<file path="src/knn_pkg.sv">
// Shared types and constants for the nearest-neighbor vote filter.
package knn_pkg;

  localparam int COUNT_BITS = 5;
  localparam int CFG_BITS   = 5;

  localparam logic [CFG_BITS-1:0] DEFAULT_NEIGHBORS = 5'd10;

  localparam logic CMD_START = 1'b0;
  localparam logic CMD_CAND  = 1'b1;

  // Qualified strobes from the pipeline into the kept-list unit.
  typedef struct packed {
    logic start;
    logic cand;
  } knn_ctl_t;

  // Vote over the kept list after the current candidate.
  typedef struct packed {
    logic [COUNT_BITS-1:0] count;
    logic                  keep;
  } knn_vote_t;

endpackage

</file>
<file path="src/knn_ifs.sv">
// Valid/ready channel interfaces for pixel beats in and vote beats out.
interface knn_in_if #(
  parameter int CHAN_W  = 16,
  parameter int LABEL_W = 4
) ();
  logic               valid;
  logic               ready;
  logic               cmd;
  logic [CHAN_W-1:0]  red;
  logic [CHAN_W-1:0]  green;
  logic [CHAN_W-1:0]  blue;
  logic [LABEL_W-1:0] label;
  logic               last;

  modport source (output valid, cmd, red, green, blue, label, last, input ready);
  modport sink   (input valid, cmd, red, green, blue, label, last, output ready);
endinterface

interface knn_out_if ();
  import knn_pkg::*;

  logic                  valid;
  logic                  ready;
  logic [COUNT_BITS-1:0] same_label_count;
  logic                  keep;

  modport source (output valid, same_label_count, keep, input ready);
  modport sink   (input valid, same_label_count, keep, output ready);
endinterface

</file>
<file path="src/knn_majority_vote_filter.sv">
// Top level of the k-nearest-neighbor majority vote filter.
//
// A start beat (cmd = 0) loads the query color and query label and empties
// the kept list; each candidate beat (cmd = 1) has its squared RGB distance
// to the query taken and is kept among the K nearest, K being the
// neighbor_count register clamped to 1..MAX_NEIGHBORS. While fewer than K are
// kept the candidate is added; otherwise it evicts the farthest kept entry
// (lowest slot on a distance tie) only when strictly nearer. A candidate with
// last = 1 yields one vote beat: how many kept entries carry the query label,
// and keep = count >= K/2. Start beats and candidates without last give no
// beat. Throughput is one beat per clock while no voting beat is held by the
// output; a beat passes from the input register to the distance register and
// then to the vote register. The per-cycle limit is the kept-list update:
// all entries compare against the new distance in parallel and the whole
// list shifts at once. Non-voting beats keep flowing while a vote beat
// waits on the output. Write neighbor_count only while the block is idle.
module knn_majority_vote_filter #(
  parameter int MAX_NEIGHBORS = 16,
  parameter int LABEL_BITS    = 4,
  parameter int CHANNEL_BITS  = 16
) (
  input  logic                          clk,
  input  logic                          rst,
  input  logic                          cfg_we,
  input  logic [knn_pkg::CFG_BITS-1:0]  cfg_wdata,
  knn_in_if.sink                        pixel,
  knn_out_if.source                     vote
);
  import knn_pkg::*;

  localparam int DIST_W = 2 * CHANNEL_BITS + 2;

  logic [CFG_BITS-1:0] neighbor_count;

  // stage 1: accepted beat
  logic                    s1_valid;
  logic                    s1_cmd;
  logic [CHANNEL_BITS-1:0] s1_red, s1_green, s1_blue;
  logic [LABEL_BITS-1:0]   s1_label;
  logic                    s1_last;

  // query color, updated as a start beat leaves stage 1
  logic [CHANNEL_BITS-1:0] q_red, q_green, q_blue;

  // stage 2: distance
  logic                    s2_valid;
  logic                    s2_cmd;
  logic [DIST_W-1:0]       s2_dist;
  logic [LABEL_BITS-1:0]   s2_label;
  logic                    s2_last;

  // vote register
  logic                    res_valid;
  knn_vote_t               res;

  logic [DIST_W-1:0]       s1_dist;
  logic                    s2_votes, res_free, s2_go, s2_open, s1_go;
  knn_ctl_t                ctl;
  knn_vote_t               vote_now;

  // Handshake chain: a stage moves when the one after it has room.
  // Only voting beats wait on the vote register.
  always_comb begin
    s2_votes    = (s2_cmd == CMD_CAND) && s2_last;
    res_free    = !res_valid || vote.ready;
    s2_go       = s2_valid && (!s2_votes || res_free);
    s2_open     = !s2_valid || s2_go;
    s1_go       = s1_valid && s2_open;
    pixel.ready = !s1_valid || s2_open;
    ctl.start   = s2_go && (s2_cmd == CMD_START);
    ctl.cand    = s2_go && (s2_cmd == CMD_CAND);
  end

  knn_dist #(
    .CHAN_W (CHANNEL_BITS)
  ) u_dist (
    .red     (s1_red),
    .green   (s1_green),
    .blue    (s1_blue),
    .q_red   (q_red),
    .q_green (q_green),
    .q_blue  (q_blue),
    .dist_sq (s1_dist)
  );

  knn_list #(
    .N       (MAX_NEIGHBORS),
    .LABEL_W (LABEL_BITS),
    .DIST_W  (DIST_W)
  ) u_list (
    .clk            (clk),
    .rst            (rst),
    .ctl            (ctl),
    .dist_sq        (s2_dist),
    .label          (s2_label),
    .neighbor_count (neighbor_count),
    .vote           (vote_now)
  );

  always_ff @(posedge clk) begin
    if (rst) begin
      neighbor_count <= DEFAULT_NEIGHBORS;
    end else if (cfg_we) begin
      neighbor_count <= cfg_wdata;
    end
  end

  always_ff @(posedge clk) begin
    if (rst) begin
      s1_valid <= 1'b0;
    end else if (pixel.ready) begin
      s1_valid <= pixel.valid;
    end
  end

  always_ff @(posedge clk) begin
    if (pixel.ready) begin
      s1_cmd   <= pixel.cmd;
      s1_red   <= pixel.red;
      s1_green <= pixel.green;
      s1_blue  <= pixel.blue;
      s1_label <= pixel.label;
      s1_last  <= pixel.last;
    end
  end

  // A candidate entering stage 1 on the same edge sees the new query.
  always_ff @(posedge clk) begin
    if (rst) begin
      q_red   <= '0;
      q_green <= '0;
      q_blue  <= '0;
    end else if (s1_go && (s1_cmd == CMD_START)) begin
      q_red   <= s1_red;
      q_green <= s1_green;
      q_blue  <= s1_blue;
    end
  end

  always_ff @(posedge clk) begin
    if (rst) begin
      s2_valid <= 1'b0;
    end else if (s2_open) begin
      s2_valid <= s1_valid;
    end
  end

  always_ff @(posedge clk) begin
    if (s2_open) begin
      s2_cmd   <= s1_cmd;
      s2_dist  <= s1_dist;
      s2_label <= s1_label;
      s2_last  <= s1_last;
    end
  end

  always_ff @(posedge clk) begin
    if (rst) begin
      res_valid <= 1'b0;
    end else if (s2_go && s2_votes) begin
      res_valid <= 1'b1;
    end else if (vote.ready) begin
      res_valid <= 1'b0;
    end
  end

  always_ff @(posedge clk) begin
    if (s2_go && s2_votes) begin
      res <= vote_now;
    end
  end

  assign vote.valid            = res_valid;
  assign vote.same_label_count = res.count;
  assign vote.keep             = res.keep;

  a_vote_room: assert property (@(posedge clk) disable iff (rst)
    (s2_go && s2_votes) |-> res_free)
    else $error("vote beat overwritten");

  a_s2_holds: assert property (@(posedge clk) disable iff (rst)
    (s2_valid && !s2_go) |=> s2_valid && $stable(s2_dist))
    else $error("stalled distance stage lost its beat");

  a_start_silent: assert property (@(posedge clk) disable iff (rst)
    ctl.start |=> !$rose(res_valid))
    else $error("start beat produced a vote");

endmodule

</file>
<file path="src/knn_dist.sv">
// Squared RGB distance between a candidate color and the query color.
module knn_dist #(
  parameter int CHAN_W = 16
) (
  input  logic [CHAN_W-1:0]   red,
  input  logic [CHAN_W-1:0]   green,
  input  logic [CHAN_W-1:0]   blue,
  input  logic [CHAN_W-1:0]   q_red,
  input  logic [CHAN_W-1:0]   q_green,
  input  logic [CHAN_W-1:0]   q_blue,
  output logic [2*CHAN_W+1:0] dist_sq
);
  import knn_pkg::*;

  localparam int SQ_W   = 2 * CHAN_W;
  localparam int DIST_W = 2 * CHAN_W + 2;

  logic [CHAN_W-1:0] d_r, d_g, d_b;
  logic [SQ_W-1:0]   sq_r, sq_g, sq_b;

  always_comb begin
    d_r     = (red   >= q_red)   ? red   - q_red   : q_red   - red;
    d_g     = (green >= q_green) ? green - q_green : q_green - green;
    d_b     = (blue  >= q_blue)  ? blue  - q_blue  : q_blue  - blue;
    sq_r    = SQ_W'(d_r) * SQ_W'(d_r);
    sq_g    = SQ_W'(d_g) * SQ_W'(d_g);
    sq_b    = SQ_W'(d_b) * SQ_W'(d_b);
    dist_sq = DIST_W'(sq_r) + DIST_W'(sq_g) + DIST_W'(sq_b);
  end

endmodule

</file>
<file path="src/knn_list.sv">
// Kept-neighbor list: sorted insert/replace plus running label count.
module knn_list #(
  parameter int N       = 16,
  parameter int LABEL_W = 4,
  parameter int DIST_W  = 34
) (
  input  logic                          clk,
  input  logic                          rst,
  input  knn_pkg::knn_ctl_t             ctl,
  input  logic [DIST_W-1:0]             dist_sq,
  input  logic [LABEL_W-1:0]            label,
  input  logic [knn_pkg::CFG_BITS-1:0]  neighbor_count,
  output knn_pkg::knn_vote_t            vote
);
  import knn_pkg::*;

  localparam int HW = $clog2(N + 1);
  localparam int IW = (N > 1) ? $clog2(N) : 1;

  // Entries sorted ascending by distance; equal distances ordered by
  // descending slot, so the last held entry is the one to evict.
  logic [DIST_W-1:0]  ent_dist  [N];
  logic [LABEL_W-1:0] ent_label [N];
  logic [IW-1:0]      ent_slot  [N];
  logic [HW-1:0]      held;
  logic [HW-1:0]      same_cnt;
  logic [LABEL_W-1:0] query_label;

  logic [HW-1:0]      k;
  logic               add, replace, upd;
  logic [IW-1:0]      far_pos;
  logic [IW-1:0]      new_slot;
  logic [HW-1:0]      lim;
  logic [N-1:0]       ahead, first, wr;
  logic               match_new, match_old;
  logic [HW-1:0]      cnt_after;

  always_comb begin
    if (neighbor_count == '0) begin
      k = HW'(1);
    end else if (32'(neighbor_count) > 32'(N)) begin
      k = HW'(N);
    end else begin
      k = HW'(neighbor_count);
    end

    add      = (held < k) && (held < HW'(N));
    far_pos  = IW'(held - HW'(1));
    replace  = !add && (held != '0) && (dist_sq < ent_dist[far_pos]);
    upd      = ctl.cand && (add || replace);
    new_slot = add ? IW'(held) : ent_slot[far_pos];
    lim      = add ? held : held - HW'(1);

    for (int p = 0; p < N; p++) begin
      ahead[p] = (HW'(p) >= lim) || (dist_sq < ent_dist[p]) ||
                 ((dist_sq == ent_dist[p]) && (new_slot > ent_slot[p]));
    end
    first = ahead & ~(ahead << 1);
    for (int p = 0; p < N; p++) begin
      wr[p] = upd && (HW'(p) <= lim) && ahead[p];
    end

    match_new = (label == query_label);
    match_old = replace && (ent_label[far_pos] == query_label);
    cnt_after = upd ? same_cnt + HW'(match_new) - HW'(match_old) : same_cnt;

    vote.count = COUNT_BITS'(cnt_after);
    vote.keep  = (cnt_after >= (k >> 1));
  end

  always_ff @(posedge clk) begin
    if (rst) begin
      held        <= '0;
      same_cnt    <= '0;
      query_label <= '0;
    end else if (ctl.start) begin
      held        <= '0;
      same_cnt    <= '0;
      query_label <= label;
    end else if (upd) begin
      if (add) begin
        held <= held + HW'(1);
      end
      same_cnt <= cnt_after;
    end
  end

  // Entries at and above the insert point shift up by one, up to the
  // freed or newly opened position.
  always_ff @(posedge clk) begin
    for (int p = 0; p < N; p++) begin
      if (wr[p]) begin
        if (first[p]) begin
          ent_dist[p]  <= dist_sq;
          ent_label[p] <= label;
          ent_slot[p]  <= new_slot;
        end else begin
          ent_dist[p]  <= ent_dist[(p == 0) ? 0 : p - 1];
          ent_label[p] <= ent_label[(p == 0) ? 0 : p - 1];
          ent_slot[p]  <= ent_slot[(p == 0) ? 0 : p - 1];
        end
      end
    end
  end

  a_held_bound: assert property (@(posedge clk) disable iff (rst)
    held <= HW'(N))
    else $error("kept list overflow");

  a_cnt_bound: assert property (@(posedge clk) disable iff (rst)
    same_cnt <= held)
    else $error("label count exceeds kept entries");

  a_start_clears: assert property (@(posedge clk) disable iff (rst)
    ctl.start |=> (held == '0) && (same_cnt == '0))
    else $error("start did not clear the list");

  a_add_grows: assert property (@(posedge clk) disable iff (rst)
    (upd && add && !ctl.start) |=> (held == $past(held) + HW'(1)))
    else $error("add did not grow the list");

endmodule

</file>
<file path="src/flat_wrapper.sv">
// flat-port wrapper written by rule: the top's interface ports become plain ports
module knn_majority_vote_filter_flat import knn_pkg::*;
#(
  parameter int MAX_NEIGHBORS = 16,
  parameter int LABEL_BITS    = 4,
  parameter int CHANNEL_BITS  = 16
)
  (clk, rst, cfg_we, cfg_wdata, pixel_valid, pixel_cmd, pixel_red, pixel_green, pixel_blue, pixel_label, pixel_last, pixel_ready, vote_valid, vote_same_label_count, vote_keep, vote_ready);
  knn_in_if #(.CHAN_W((16)), .LABEL_W((4))) pixel_i ();
  knn_out_if vote_i ();
  input  logic clk;
  input  logic rst;
  input  logic cfg_we;
  input  logic [knn_pkg::CFG_BITS-1:0] cfg_wdata;
  input wire logic [$bits(pixel_i.valid)-1:0] pixel_valid;
  input wire logic [$bits(pixel_i.cmd)-1:0] pixel_cmd;
  input wire logic [$bits(pixel_i.red)-1:0] pixel_red;
  input wire logic [$bits(pixel_i.green)-1:0] pixel_green;
  input wire logic [$bits(pixel_i.blue)-1:0] pixel_blue;
  input wire logic [$bits(pixel_i.label)-1:0] pixel_label;
  input wire logic [$bits(pixel_i.last)-1:0] pixel_last;
  output wire logic [$bits(pixel_i.ready)-1:0] pixel_ready;
  output wire logic [$bits(vote_i.valid)-1:0] vote_valid;
  output wire logic [$bits(vote_i.same_label_count)-1:0] vote_same_label_count;
  output wire logic [$bits(vote_i.keep)-1:0] vote_keep;
  input wire logic [$bits(vote_i.ready)-1:0] vote_ready;
  assign pixel_i.valid = pixel_valid;
  assign pixel_i.cmd = pixel_cmd;
  assign pixel_i.red = pixel_red;
  assign pixel_i.green = pixel_green;
  assign pixel_i.blue = pixel_blue;
  assign pixel_i.label = pixel_label;
  assign pixel_i.last = pixel_last;
  assign pixel_ready = pixel_i.ready;
  assign vote_valid = vote_i.valid;
  assign vote_same_label_count = vote_i.same_label_count;
  assign vote_keep = vote_i.keep;
  assign vote_i.ready = vote_ready;
  knn_majority_vote_filter #(.MAX_NEIGHBORS(MAX_NEIGHBORS), .LABEL_BITS(LABEL_BITS), .CHANNEL_BITS(CHANNEL_BITS)) u_core (.clk(clk), .rst(rst), .cfg_we(cfg_we), .cfg_wdata(cfg_wdata), .pixel(pixel_i), .vote(vote_i));
endmodule
</file>
<file path="config.mk">
export PLATFORM = sky130hd
export DESIGN_NAME = knn_majority_vote_filter_flat
export DESIGN_NICKNAME = d
export VERILOG_FILES = /design/src/knn_pkg.sv /design/src/knn_ifs.sv /design/src/knn_majority_vote_filter.sv /design/src/knn_dist.sv /design/src/knn_list.sv /design/src/flat_wrapper.sv
export SDC_FILE = /design/constraint.sdc
export NUM_CORES = 2
export LEC_CHECK = 0
export ABC_AREA = 1
export BUFFER_PORTS_ARGS = -buffer_cell sky130_fd_sc_hd__buf_2
export CAP_MARGIN = 10
export CORE_ASPECT_RATIO = 1.2
export CORE_UTILIZATION = 55
export DETAILED_ROUTE_END_ITERATION = 8
export HOLD_SLACK_MARGIN = 0.1
export PLACE_DENSITY_LB_ADDON = 0.05
export SLEW_MARGIN = 30
export SYNTH_ARGS = -nofsm -noshare
export SYNTH_HDL_FRONTEND = slang
export SYNTH_SLANG_ARGS = --single-unit
</file>
<file path="constraint.sdc">
create_clock -name clk -period 12.1 [get_ports clk]
set_input_delay 1.21 -clock clk [delete_from_list [all_inputs] [get_ports clk]]
set_output_delay 1.21 -clock clk [all_outputs]
set_load 0.005 [all_outputs]
</file>
# Yosys cells after proc, flatten, opt, wreduce, memory -nomap -nowiden
# Memory sizes are Yosys's and may differ from the RTL's.
# Index checks and enable logic that the tools add are counted.
[totals]
elab_cells = 443
memories = 3
out_inout_bits = 8
register_bits = 170
ram_bits = 672
[op_classes]
mul = 3
bitwise_logic = 52
reduce_logical = 107
mux = 154
order_cmp = 72
n_addsub = 12
eq_ne = 18
[mem_list]
columns = ["memory", "depth", "word_bits", "read_ports", "rd_clocked_by_memory_dff", "write_ports", "line_no", "text"]
rows = [
  ["u_core.u_list.ent_dist", 16, 34, 17, 0, 16, "knn_list.sv:22", "logic [DIST_W-1:0] ent_dist [N];"],
  ["u_core.u_list.ent_label", 16, 4, 16, 0, 16, "knn_list.sv:23", "logic [LABEL_W-1:0] ent_label [N];"],
  ["u_core.u_list.ent_slot", 16, 4, 17, 0, 16, "knn_list.sv:24", "logic [IW-1:0] ent_slot [N];"],
]
[ops]
columns = ["op", "n"]
rows = [
  ["$lt A34 B34 Y1", 17],
  ["$eq A34 B34 Y1", 16],
  ["$mux W34", 16],
  ["$mux W4", 33],
  ["$mux W1", 98],
  ["$mul A16 B16 Y32", 3],
  ["$sub A16 B16 Y16", 6],
  ["$gt A4 B4 Y1", 16],
  ["$logic_and A1 B1 Y1", 60],
  ["$ge A16 B16 Y1", 3],
  ["$mux W16", 3],
  ["$or A1 B1 Y1", 48],
  ["$ge A4 B5 Y1 const A", 8],
  ["$le A4 B5 Y1 const A", 8],
  ["$logic_or A1 B1 Y1", 37],
  ["$add A33 B32 Y34", 1],
  ["$add A32 B32 Y33", 1],
  ["$ge A3 B5 Y1 const A", 4],
  ["$le A3 B5 Y1 const A", 4],
  ["$mux W5", 4],
  ["$and A16 B16 Y16", 1],
  ["$not A16 Y16", 1],
  ["$ge A1 B5 Y1 const A", 2],
  ["$ge A2 B5 Y1 const A", 2],
  ["18 further kinds", 26],
]

# Logic depth before layout (Yosys ltp)
[depth]
depth_word = 15
depth_mapped = 46

# Hierarchy
# A second synthesis with hierarchy kept.
[unflattened]
cells_unflattened = 10836
area_unflattened_um2 = 87290.0
[modules_own_cells]
columns = ["mod", "instances", "cells_each", "area_per_inst_um2"]
rows = [
  ["knn_list", 1, 6702, 52924.5],
  ["knn_dist", 1, 3674, 28885.2],
  ["knn_majority_vote_filter", 1, 460, 5480.3],
]

# Least setup slack after synthesis
# Ideal clock, no wire load.
[synth_path]
path_type = "reg2reg"
start = "register u_core.s1_green[0]"
end = "register u_core.s2_dist[30], data pin"
path_stages_with_launch = 41
slack_ps = 3203
n_path_buf = 1
t_arrival_ps = 8638
cell_sequence = "edfxtp_1 inv_1 ha_1 inv_1 fa_1 nand2_1 nand2_1 nand2_1 o211ai_1 nand2_1 nand3_2 inv_2 buf_2 nand2_1 nand2_1 clkinv_1 nand2_1 fa_1 (+5 left out) inv_1 fa_1 fa_1 fa_1 fa_1 inv_1 fa_1 inv_1 ha_1 nand2_1 nor4_1 nand3_1 nand3_1 nand2_1 o211ai_1 nand2_1 nand2_1 xor2_1"
[synth_between]
elab_chain_len = 5
elab_cells_between_ends = 7
[synth_lines]
columns = ["element", "line_no", "text"]
rows = [
  ["start: declaration", "knn_majority_vote_filter.sv:38", "logic [CHANNEL_BITS-1:0] s1_red, s1_green, s1_blue;"],
  ["start signal: assignment", "knn_majority_vote_filter.sv:120", "s1_green <= pixel.green;"],
  ["$sub A16 B16 Y16 / $ge A16 B16 Y1 (equally long branches)", "knn_dist.sv:23", "d_g = (green >= q_green) ? green - q_green : q_green - green;"],
  ["$mux W16 *", "knn_dist.sv:23", ""],
  ["$mul A16 B16 Y32 *", "knn_dist.sv:26", "sq_g = SQ_W'(d_g) * SQ_W'(d_g);"],
  ["$add A32 B32 Y33 *", "knn_dist.sv:28", "dist_sq = DIST_W'(sq_r) + DIST_W'(sq_g) + DIST_W'(sq_b);"],
  ["$add A33 B32 Y34 *", "knn_dist.sv:28", ""],
  ["named net u_core.s1_dist[30]", "knn_majority_vote_filter.sv:56", "logic [DIST_W-1:0] s1_dist;"],
  ["end signal: assignment", "knn_majority_vote_filter.sv:151", "s2_dist <= s1_dist;"],
  ["end: declaration", "knn_majority_vote_filter.sv:48", "logic [DIST_W-1:0] s2_dist;"],
]
# Mark *: on every way through the listed nets, which the timed path passes. The rest lies on a longest branch.
# A chain may end at the register's enable or synchronous reset.

# Worst setup path in the final report
[layout_path]
start = "register u_core.s1_red[0]"
end = "register u_core.s2_dist[22], data pin"
[layout_between]
elab_chain_len = 5
elab_cells_between_ends = 7
[layout_lines]
columns = ["element", "line_no", "text"]
rows = [
  ["start: declaration", "knn_majority_vote_filter.sv:38", ""],
  ["start signal: assignment", "knn_majority_vote_filter.sv:119", "s1_red <= pixel.red;"],
  ["$sub A16 B16 Y16 / $ge A16 B16 Y1 (equally long branches)", "knn_dist.sv:22", "d_r = (red >= q_red) ? red - q_red : q_red - red;"],
  ["$mux W16 *", "knn_dist.sv:22", ""],
  ["$mul A16 B16 Y32 *", "knn_dist.sv:25", "sq_r = SQ_W'(d_r) * SQ_W'(d_r);"],
  ["$add A32 B32 Y33 *", "knn_dist.sv:28", ""],
  ["$add A33 B32 Y34 *", "knn_dist.sv:28", ""],
  ["named net u_core.s1_dist[22]", "knn_majority_vote_filter.sv:56", ""],
]
# Marks and branches as above.

==> results.cfg <==
[route]
drt_pass1_iterations = 6
routed_wl_mm = 284
wl_per_cell_um = 22.6
drtAntennaViolNets = 0
drc = 0
drt_iter0_markers = 5214
vias = 71571
avgViaCountPerCell = 5.70

[outcome]
outcome = finished, final reports clean

[global_routing]
met3_usage_pct = 4.26
use_met1_pct = 36.6
first_global_vias = 72932
grt_max_degree = 177
grt_pass1_wl_mm = 430
grt_usage_pct = 36.1
grt-busiest-layer = met2
overflow = 0
antenna_found_initial = 2
grt_use_met2_pct = 64.5

[sta]
slew-limit-headroom_pct = 30.3
min_period_over_period_pct = 90.9
rsz0062_at_grt = false
setup_violations = 0
hold_viol = 0
skew_ns = 0.0279
worst_pin_slew_ns = 1.05
fmax_mhz = 90.9
period_minus_slack_ns = 11.00
drv_slew = 0
setup_tns_ns = 0

[cells_and_area]
instances_no_fill = 12557
drive_gt1_share_pct = 4.42
antenna_cells = 0
utilization_pct = 58.8
area_delta_synth_final_pct = 5.91
num-nets-final = 12096

[critical_path]
critical-path-top-cell-by-count = fa_1
slowest_delay_ns = 0.81
cpMaxStageDelayCell = ha_1
reg2reg_slack_ns = 1.10
crit-reg2reg-launch = u_core.s1_red[0]
crit_start = u_core.s1_red[0]
crit_type = flip-flop to flip-flop
cp-end-kind = flip-flop
cp_data_required_time_ns = 12.57
start_kind = flip-flop
critPathMaxFanout = 17
arrival_ns = 11.47

[synth]
synth_commonest_cells = nand2_1 (2,252), inv_1 (1,918), ha_1 (1,011), a21oi_1 (784), edfxtp_1 (772)
synth_seq_area_share_pct = 28.6
synth_edf_count = 772
yosys.area_share.simple_pct = 19.7
synthAdderAreaFrac_pct = 29.3
ys_top_cells_by_area = edfxtp_1 (27%), ha_1 (15%), fa_1 (15%), nand2_1 (9.8%), inv_1 (8.4%)
synth_top_family_by_area = adder cells
ys_ff_latch = 842
synthMuxAreaShare_pct = 0
synth_compound_area_share_pct = 9.95
synthCells = 10562
synth_top_area_cell = edfxtp_1
async_flop_share_pct = 0
synth_top_area_share_pct = 27.0
syn_area_per_cell_sq_um = 8.14
yosysMostFrequentCell = nand2_1
synthesis.area_sq_mm = 0.0860
synth_cell_types = 68
yosysWarnings = 0
synthFlopType = edfxtp_1
synth_nets = 12264
synth_xor_area_share_pct = 1.30

[placed_design]
hpwl_mm = 225
place_congestion = 1.00
dp_cells = 12373
numPortBuffers = 71

[clock_tree]
clk_latency_ns = 0.75
postCtsSetupBuffers = 0
cts_made_buffers = 98
cts_max_level = 3
cts.sinks = 842
cts_resized = 0
postCtsHoldBufs = 0
cts_tree = done
clk_pin_slew_ns = 0.06
cts_root_buffer = clkbuf_16
cts_buffer_depth = 3

[die]
ios = 72
die_h_um = 435
row_count = 158
die_area_sq_mm = 0.158
design.core.area_sq_mm = 0.155
die_w_um = 363
initial_utilization_pct = 55.5

[run]
maxCapViolations = 0

[min_path]
hp-start = u_core.s1_label[0]
min_path_type = flip-flop to flip-flop
## registers in the layout, summed over array words and instances (netlist names), 4 cells and up
signal,flops
u_core.u_list.query_label,4
u_core.u_list.same_cnt,5
u_core.q_red,16
u_core.vote.same_label_count,5
u_core.u_list.ent_dist,544
u_core.u_list.ent_label,64
u_core.s1_red,16
u_core.s1_label,4
u_core.u_list.ent_slot,64
u_core.s2_dist,34
u_core.s2_label,4
u_core.neighbor_count,5
u_core.s1_green,16
u_core.q_green,16
u_core.u_list.held,5
u_core.s1_blue,16
u_core.q_blue,16
## per-layer routing
metal / share of wire (%) / vias up
met3: 4.7 / 849
met5: 0.0053 / -
met1: 34 / 34281
met4: 11 / 2
li1: - / 34134
met2: 51 / 2305
## cells in the final DEF, fill, tap and decap left out, types with 17 or more instances in the layout
cell and n:
a21o_1 33, a21oi_1 782, buf_2 71, buf_4 119
clkbuf_1 19, clkbuf_16 101, clkinv_1 35, clkinv_2 21
dfxtp_1 69, edfxtp_1 772, fa_1 627, ha_1 1010
inv_1 1918, inv_2 17, nand2_1 2249, nand2_2 19
nand3_1 549, nand4_1 374, nor2_1 572, nor3_1 56
nor4_1 20, o211ai_1 24, o21a_1 19, o21ai_0 603
o21ai_1 62, o21bai_1 30, xnor2_1 30, xor2_1 96
## layout make-up
class	count	area (sq um)
fillers	14175	63700
multi-input cells	7309	52100
flip-flops and latches	842	24600
inverters	1945	7320
clock buffers	122	2630
well taps	2080	2600
repair buffers	198	1380
clock inverters	61	424
## per-stage QoR
step                hold WS (ns)  cell area [sq um]  setup WS, ns
floorplan                  0.400              86000          3.20
global placement           0.403              87900          1.16
detailed placement         0.405              88000          1.15
CTS                        0.417              91000          1.14
global route               0.432              91100         0.605
finish                     0.418              91100          1.10
## final timing paths
kind,endpoint,cells past startpoint
hold / removal,u_core.s2_label[0],0
setup / recovery,u_core.s2_dist[22],31
hold reg to reg,u_core.s2_label[0],0
setup reg to reg,u_core.s2_dist[22],31
## critical path, delay by kind of cell, from the launching register on
family | cells | cell delay, ns
DFF | 1 | 0.41
AOI/OAI and AO/OA | 4 | 1.11
buffers and inverters | 7 | 1.42
and+or+nand+nor | 8 | 1.83
adders and majority gates | 11 | 5.78
xor gates and xnor gates | 1 | 0.15
## cell families after synthesis
kind of cell / after synthesis
simple gates: 3927
buf+inv: 2411
fa+ha+maj: 1638
compound gates: 1616
flops: 842
xor+xnor: 128
Power is not shown: default switching activity piles up to over one toggle a cycle in this logic, so the estimate is an artifact.
